[src/rtl/tcgr_pkg.sv]
// shared types and constants of the text console glyph renderer
package tcgr_pkg;

	// storage defaults for the top level parameters
	localparam int FONT_BYTES_DEF  = 4096;
	localparam int MAP_ENTRIES_DEF = 128;

	// glyph size limits, fixed by the 32-bit row word
	localparam int MAX_GLYPH_ROWS  = 32;
	localparam int MAX_GLYPH_WIDTH = 32;

	localparam int OFFS_W     = 26;
	localparam int CFG_IDX_W  = 3;
	localparam int CFG_DATA_W = 16;

	// configuration register indexes
	localparam logic [CFG_IDX_W-1:0] CFG_PITCH        = 3'd0;
	localparam logic [CFG_IDX_W-1:0] CFG_SCREEN_COLS  = 3'd1;
	localparam logic [CFG_IDX_W-1:0] CFG_SCREEN_ROWS  = 3'd2;
	localparam logic [CFG_IDX_W-1:0] CFG_GLYPH_WIDTH  = 3'd3;
	localparam logic [CFG_IDX_W-1:0] CFG_GLYPH_HEIGHT = 3'd4;
	localparam logic [CFG_IDX_W-1:0] CFG_GLYPH_COUNT  = 3'd5;
	localparam logic [CFG_IDX_W-1:0] CFG_GLYPH_STRIDE = 3'd6;
	localparam logic [CFG_IDX_W-1:0] CFG_MAP_ENABLE   = 3'd7;

	// register reset values
	localparam logic [15:0] PITCH_RST        = 16'd4096;
	localparam logic [10:0] SCREEN_COLS_RST  = 11'd80;
	localparam logic [10:0] SCREEN_ROWS_RST  = 11'd25;
	localparam logic [5:0]  GLYPH_WIDTH_RST  = 6'd8;
	localparam logic [5:0]  GLYPH_HEIGHT_RST = 6'd16;
	localparam logic [9:0]  GLYPH_COUNT_RST  = 10'd256;
	localparam logic [7:0]  GLYPH_STRIDE_RST = 8'd16;

	// request types
	localparam logic [1:0] REQ_FONT = 2'd0;
	localparam logic [1:0] REQ_MAP  = 2'd1;
	localparam logic [1:0] REQ_PUT  = 2'd2;

	// character codes
	localparam logic [7:0] NEWLINE_CODE = 8'h0A;
	localparam logic [7:0] PRINT_LO     = 8'h20;
	localparam logic [7:0] PRINT_HI     = 8'h7E;

	typedef struct packed {
		logic [1:0]  req_type;
		logic [11:0] store_index;
		logic [8:0]  store_value;
		logic [7:0]  char_code;
	} req_item_t;

	typedef struct packed {
		logic [OFFS_W-1:0] row_offset;
		logic [31:0]       row_bits;
		logic              last_row;
	} res_item_t;

	// one character's row job handed to the row fetch sequencer
	typedef struct packed {
		logic [OFFS_W-1:0] offs;
		logic [15:0]       pitch;
		logic [5:0]        rows;
		logic [2:0]        nbytes;
		logic [31:0]       mask;
	} rend_job_t;

endpackage

[src/rtl/tcgr_render.sv]
// glyph row fetch sequencer and result register
module tcgr_render
	import tcgr_pkg::*;
#(
	parameter int FONT_BYTES = FONT_BYTES_DEF
) (
	input  logic                          clk,
	input  logic                          arst_n,
	input  logic                          start,
	input  rend_job_t                     job,
	input  logic [$clog2(FONT_BYTES)-1:0] job_base,
	output logic                          busy,
	output logic                          font_rd_en,
	output logic [$clog2(FONT_BYTES)-1:0] font_rd_addr,
	input  logic [7:0]                    font_rd_data,
	output logic                          res_valid,
	input  logic                          res_stall,
	output res_item_t                     res_item
);

	localparam int FAW = $clog2(FONT_BYTES);

	typedef enum logic [2:0] {
		R_IDLE  = 3'b001,
		R_FETCH = 3'b010,
		R_DRAIN = 3'b100
	} rstate_t;

	rstate_t           state_q;
	rend_job_t         job_q;
	logic [FAW-1:0]    addr_q;
	logic [1:0]        k_q;
	logic [4:0]        y_q;
	logic [OFFS_W-1:0] offs_q;
	logic [31:0]       acc_q;
	logic              pend_s1;
	logic [1:0]        k_s1;
	logic              lastb_s1;
	logic              lastr_s1;
	res_item_t         res_item_q;

	logic        out_free;
	logic        complete;
	logic        hold;
	logic        issue;
	logic        is_lastb;
	logic        is_lastr;
	logic [31:0] word;

	function automatic logic [31:0] place_byte(input logic [7:0] b, input logic [1:0] k);
		logic [31:0] w;
		w = '0;
		unique case (k)
			2'd0: w[31:24] = b;
			2'd1: w[23:16] = b;
			2'd2: w[15:8]  = b;
			2'd3: w[7:0]   = b;
			default: w = '0;
		endcase
		return w;
	endfunction

	// last byte of a row waits in the ram output until the result register frees
	assign out_free = !res_valid || !res_stall;
	assign complete = pend_s1 && (!lastb_s1 || out_free);
	assign hold     = pend_s1 && !complete;
	assign issue    = (state_q == R_FETCH) && !hold;
	assign is_lastb = ({1'b0, k_q} == (job_q.nbytes - 3'd1));
	assign is_lastr = ({1'b0, y_q} == (job_q.rows - 6'd1));
	assign word     = acc_q | place_byte(font_rd_data, k_s1);

	assign busy         = (state_q != R_IDLE);
	assign font_rd_en   = issue;
	assign font_rd_addr = addr_q;
	assign res_item     = res_item_q;

	always_ff @(posedge clk or negedge arst_n) begin
		if (!arst_n) begin
			state_q   <= R_IDLE;
			pend_s1   <= 1'b0;
			k_q       <= 2'd0;
			y_q       <= 5'd0;
			res_valid <= 1'b0;
		end else begin
			if (complete && lastb_s1) begin
				res_valid <= 1'b1;
			end else if (!res_stall) begin
				res_valid <= 1'b0;
			end

			if (issue) begin
				pend_s1 <= 1'b1;
			end else if (complete) begin
				pend_s1 <= 1'b0;
			end

			unique case (state_q)
				R_IDLE: begin
					if (start) begin
						state_q <= R_FETCH;
						k_q     <= 2'd0;
						y_q     <= 5'd0;
					end
				end
				R_FETCH: begin
					if (issue) begin
						if (is_lastb) begin
							k_q <= 2'd0;
							y_q <= y_q + 5'd1;
							if (is_lastr) begin
								state_q <= R_DRAIN;
							end
						end else begin
							k_q <= k_q + 2'd1;
						end
					end
				end
				R_DRAIN: begin
					if (complete) begin
						state_q <= R_IDLE;
					end
				end
				default: state_q <= R_IDLE;
			endcase
		end
	end

	always_ff @(posedge clk) begin
		if ((state_q == R_IDLE) && start) begin
			job_q  <= job;
			addr_q <= job_base;
			offs_q <= job.offs;
			acc_q  <= '0;
		end else begin
			if (issue) begin
				addr_q   <= addr_q + FAW'(1);
				k_s1     <= k_q;
				lastb_s1 <= is_lastb;
				lastr_s1 <= is_lastr;
			end
			if (complete) begin
				if (lastb_s1) begin
					res_item_q.row_offset <= offs_q;
					res_item_q.row_bits   <= word & job_q.mask;
					res_item_q.last_row   <= lastr_s1;
					offs_q                <= offs_q + OFFS_W'(job_q.pitch);
					acc_q                 <= '0;
				end else begin
					acc_q <= word;
				end
			end
		end
	end

endmodule

[config.mk]
export PLATFORM = sky130hd
export DESIGN_NAME = tcgr_render
export DESIGN_NICKNAME = d
export VERILOG_FILES = /design/src/rtl/tcgr_pkg.sv /design/src/rtl/tcgr_render.sv
export SDC_FILE = /design/constraint.sdc
export NUM_CORES = 1
export LEC_CHECK = 0
export BUFFER_PORTS_ARGS = -buffer_cell sky130_fd_sc_hd__buf_4
export CAP_MARGIN = 20
export CORE_ASPECT_RATIO = 0.9
export CORE_MARGIN = 2
export CORE_UTILIZATION = 61
export CTS_BUF_LIST = sky130_fd_sc_hd__clkbuf_8
export CTS_CLUSTER_DIAMETER = 120
export DETAILED_ROUTE_END_ITERATION = 10
export PLACE_DENSITY = 0.92
export SLEW_MARGIN = 20
export SYNTH_ARGS = -nofsm -noshare
export SYNTH_HDL_FRONTEND = slang
export SYNTH_SLANG_ARGS = --single-unit
[constraint.sdc]
create_clock -name clk -period 11.7 [get_ports clk]
set_input_delay 1.17 -clock clk [delete_from_list [all_inputs] [get_ports clk]]
set_output_delay 1.17 -clock clk [all_outputs]
set_load 0.01 [all_outputs]
After elaboration in Yosys (flattened, before gate mapping)
Cells that the tools add are included.
Storage, ports and cells
  bits in registers: 202
  input bits: 107
  output and inout port bits: 74
  word-level logic and storage cells: 94
Cells by class
  $add $sub $neg: 6
  eq/ne operators: 15
  multiplexer cells: 28
  bitwise gates (word level): 3
  reduce and logical (&&, ||, !) cells: 24
Operator list (count)
  26-bit 2-to-1 mux: 3
  32-bit bitwise AND: 1
  32-bit 2-to-1 mux: 1
  8-bit 2-to-1 mux: 4
  32-bit OR: 1
  26-bit by 16-bit adder with 26-bit output: 1
  12-bit 2-to-1 mux: 2
  3-bit 2-to-1 mux: 5
  5-bit 2-to-1 mux: 3
  12-bit by 1-bit adder with 12-bit output, second input constant: 1
  2-bit inequality test, second input constant: 5
  5-bit case mux with 2 select lines: 1
  2-bit nonzero test: 5
  3-bit case mux with 3 select lines: 1
  5-bit by 6-bit == test with 1-bit output: 1
  2-bit 2-to-1 mux: 3
  3-bit AND reduction: 2
  6-bit by 1-bit subtractor with 6-bit output, second input constant: 1
  5-bit by 1-bit adder with 5-bit output, second input constant: 1
  1-bit logical AND: 5
  1-bit logical NOT: 5
  5-bit AND reduction: 1
  2-bit == test, second input constant: 2
  1-bit 2-to-1 mux: 4
  other kinds (15): 17

Longest topological paths before layout
  depth in word-level cells: 10
  mapped depth: 8
  mapped depth without buffers: 8

Worst setup path after synthesis
No wires, ideal clock.
  path type: input -> register
  start point: in start
  end point: reg res_item_q, in the netlist res_item[0], enable pin
  library setup time: 0.670 ns
  arrival: 5.624 ns
  data required time: 11.030 ns
  slack: 5.406 ns
  cell stages on the path: 6
  buffers on the path: 2
  path through: nor2b_1 -> nand3_1 -> inv_1 -> clkbuf_1 -> buf_1 -> nor2_1
Between the ends
  longest elaborated chain between the ends: 3
RTL lines
  from (decl): line tcgr_render.sv:9  | input logic start,
  1-bit logical AND: line tcgr_render.sv:129  | if ((state_q == R_IDLE) && start) begin
  1-bit inverter (no line)
  3-bit AND reduction (no line)
  to (decl): line tcgr_render.sv:40  | res_item_t res_item_q;
Every way passes these cells.
A chain may end at the register's enable or synchronous reset.

Worst setup path after layout
  start point: in start
  end point: reg res_item_q, in the netlist res_item[57], enable pin
Same word-level chain as after synthesis.

==> impl_metrics.yaml <==
cells_and_area:
  final_core_utilization: 0.772
  finalNetCount: 1021
  multi_input_area_um2: 2710
  antennaDiodeCount: 0
  drive_gt1_frac: 0.256
  num-fill-cells: 866
  final_common_cell: "buf_4"
  syn2layout_area_growth_pct: 24.9
  layout_common_cells: "184 x buf_4, 158 x edfxtp_1, 90 x a21oi_1, 60 x nand2_1, 57 x nor2_1"
  seq_area_um2: 5690
floorplan:
  io_pins: 181
  die-height_um: 117
  core_region_area_um2: 13900
  num_rows: 41
  die_w_um: 129
  initial_core_util: 0.618
  design.die.area_um2: 15100
clocking:
  clock-sinks: 202
  postCtsResizedCells: 0
  cts_made_buffers: 34
  clkLatencyLatePin_ps: 510
  root_buffer: "clkbuf_8"
  cts_buffer_depth: 3
  cts_hold_buf: 0
  cts_tree: "built"
  cts_max_level: 2
  post-cts-setup-buffer-count: 0
  cts.clk_slew.worst_paths_ps: 60
run:
  maxCapViolCount: 0
timing:
  drv_slew: 0
  fin_skew_ps: 22.1
  timing.max_slew.rel_slack: 0.357
  worst_pin_slew_ps: 958
  max_freq_mhz: 301
  rsz0062_at_grt: "no"
  fin_tns_setup_ps: 0
  fin_crit_ps: 3320
  finalSetupViolations: 0
  hold_viol: 0
  fin_crit_sh: 0.284
  worst_slack_ps: 8380
synth:
  ys_types: 59
  async_flop_share: 0.0594
  syn_inst: 702
  synth-seq-cells: 202
  synth_top_area_frac: 0.552
  yosysTopAreaCell: "edfxtp_1"
  postSynthAreaPerCell_um2: 12.2
  syn_nets: 830
  yosysWarnings: 0
  seq_area_frac_synth: 0.662
  synth_area_um2: 8590
  synth_edf_count: 158
  synth_ff_type: "edfxtp_1"
  synth_area_leaders: "edfxtp_1 55%, dfxtp_1 7.5%, a21oi_1 5.2%, dfrtp_1 3.2%, ha_1 2.9%"
critical_path:
  r2r-start: "state_q[1]"
  cp.required_ps: 11830
  cpMaxStageDelayCell: "nor2_4"
  crit_chain: "buf_4 -> nor2b_1 -> nand3_1 -> buf_4 -> inv_4 -> nor2_4 -> buf_4"
  max_stage_delay_ps: 680
  path_buf_inv: 4
  r2r_cells: 6
  timing_worst_setup_path_type: "input pin to flop"
  crit_path_frequent_cell: "buf_4"
  reg2reg_slack_ps: 8800
  r2r_end: "res_item[57]"
  crit_family: "buffers and inverters"
  crit_fanout: 51
  arrival_ps: 3450
  end_kind: "flop"
  critPathLaunchType: "input pin"
  cp-startpoint: "start"
pwr:
  intPower_mw: 1.71
  power_frac_seq: 0.441
  power.density_nw_per_um2: 243
  switchingPower_mw: 0.904
  combPwrFrac: 0.333
  clkPwrFrac: 0.226
  switching_share: 0.346
  p_leak_nw: 4.29
  peakVddDrop_uv: 159
global_routing:
  grt_util_all_layers: 0.248
  grt_max_degree: 64
  grt_pass1_wl_um: 29000
  grt_pass1_vias: 6039
  grt_antenna_before_repair: 0
  overflow: 0
status:
  status: "completed"
route:
  drtPass1Iterations: 6
  drtAntennaViolNets: 0
  vias_per_cell: 5.66
  finalWirelength_um: 18900
  vias: 6289
  route.detailed.drc: 0
  dr.first_iter.drc_count: 648
  avgRoutedWirePerCell_um: 17.0
placement:
  pre_cts_ws_ps: 7850
  io_buffers: 180
  place_hpwl_um: 13100
  gp_congestion: 0.926
worst_hold_path:
  hold_path.class: "flop to flop"
  hold_start: "lastr_s1"
  whs_endpoint: "res_item[0]"
  worstHoldPathCells: 0
[how the worst max path moves through the flow]
stage | endpoint | slack, ps | cells after the start
6_report | res_item[57] | 8380 | 7
5_1_grt | res_item[47] | 8220 | 7
4_1_cts | res_item[47] | 8370 | 7
3_5_place_dp | res_item[13] | 7850 | 7
3_3_place_gp | res_item[13] | 7930 | 7
2_1_floorplan | res_item[0] | 5410 | 6
[logic make-up (layout without fill, tap and decap cells)]
kind of cell / after synthesis / count (layout) / synth area share
simple gates: 219 / 219 / 0.121
flops: 202 / 202 / 0.662
xor+xnor: 39 / 39 / 0.0414
fa+ha+maj: 21 / 21 / 0.0315
buf+inv: 49 / 265 / 0.0245
mux: 2 / 2 / 0.00248
compound gates: 170 / 170 / 0.117
[sequential cells by signal (all words and copies together), names as in the netlist]
register,flops
pend_s1,1
acc_q,32
k_s1,2
res_item,59
lastb_s1,1
offs_q,26
y_q,5
res_valid,1
font_rd_addr,12
lastr_s1,1
k_q,2
job_q,57
state_q,3
[power groups by stage]
stage          clock, mW  combinational [mW]  sequential (mW)
2_1_floorplan          0               0.591             1.15
3_3_place_gp           0               0.813             1.15
3_5_place_dp           0               0.853             1.16
4_1_cts            0.600               0.861             1.15
5_1_grt            0.635               0.963             1.17
6_report           0.589               0.869             1.15
[synth_stat cells, drive strengths merged (4+ instances only)]
cell / n
o21ai: 34
and3: 19
nand4: 5
nor3: 6
clkbuf: 20
a21oi: 91
nor2: 58
nand2: 61
dfrtp: 11
nand3: 21
a31oi: 5
buf: 9
o211ai: 4
nor2b: 36
xor2: 17
dfxtp: 32
edfxtp: 158
inv: 20
a21o: 8
ha: 20
xnor2: 21
[metal layers]
layer  routed length (µm)  share of wire  GRT usage
met3                 1750          0.093     0.0531
met4                  371          0.020     0.0928
met1                 7560           0.40      0.333
met2                 9220           0.49      0.405
met5                    0              0          0
[stage by stage]
step / hold WS (ps) / power [mW] / cell area, µm² / cells
2_1_floorplan: 400 / 1.74 / 8590 / 702
3_3_place_gp: 402 / 1.96 / 10100 / 1050
3_5_place_dp: 417 / 2.01 / 10100 / 1050
4_1_cts: 430 / 2.61 / 10700 / 1111
5_1_grt: 447 / 2.77 / 10700 / 1111
6_report: 430 / 2.61 / 10700 / 1111
[layout make-up]
cell class / count / share of cell area
Sequential cell: 202 / 0.530
Timing Repair Buffer: 184 / 0.129
Tap cell: 193 / 0.0225
Multi-Input combinational cell: 451 / 0.252
Clock buffer: 34 / 0.0436
Clock inverter: 27 / 0.0157
Inverter: 20 / 0.00723
Note: power is estimated with default switching activity, not from simulation.
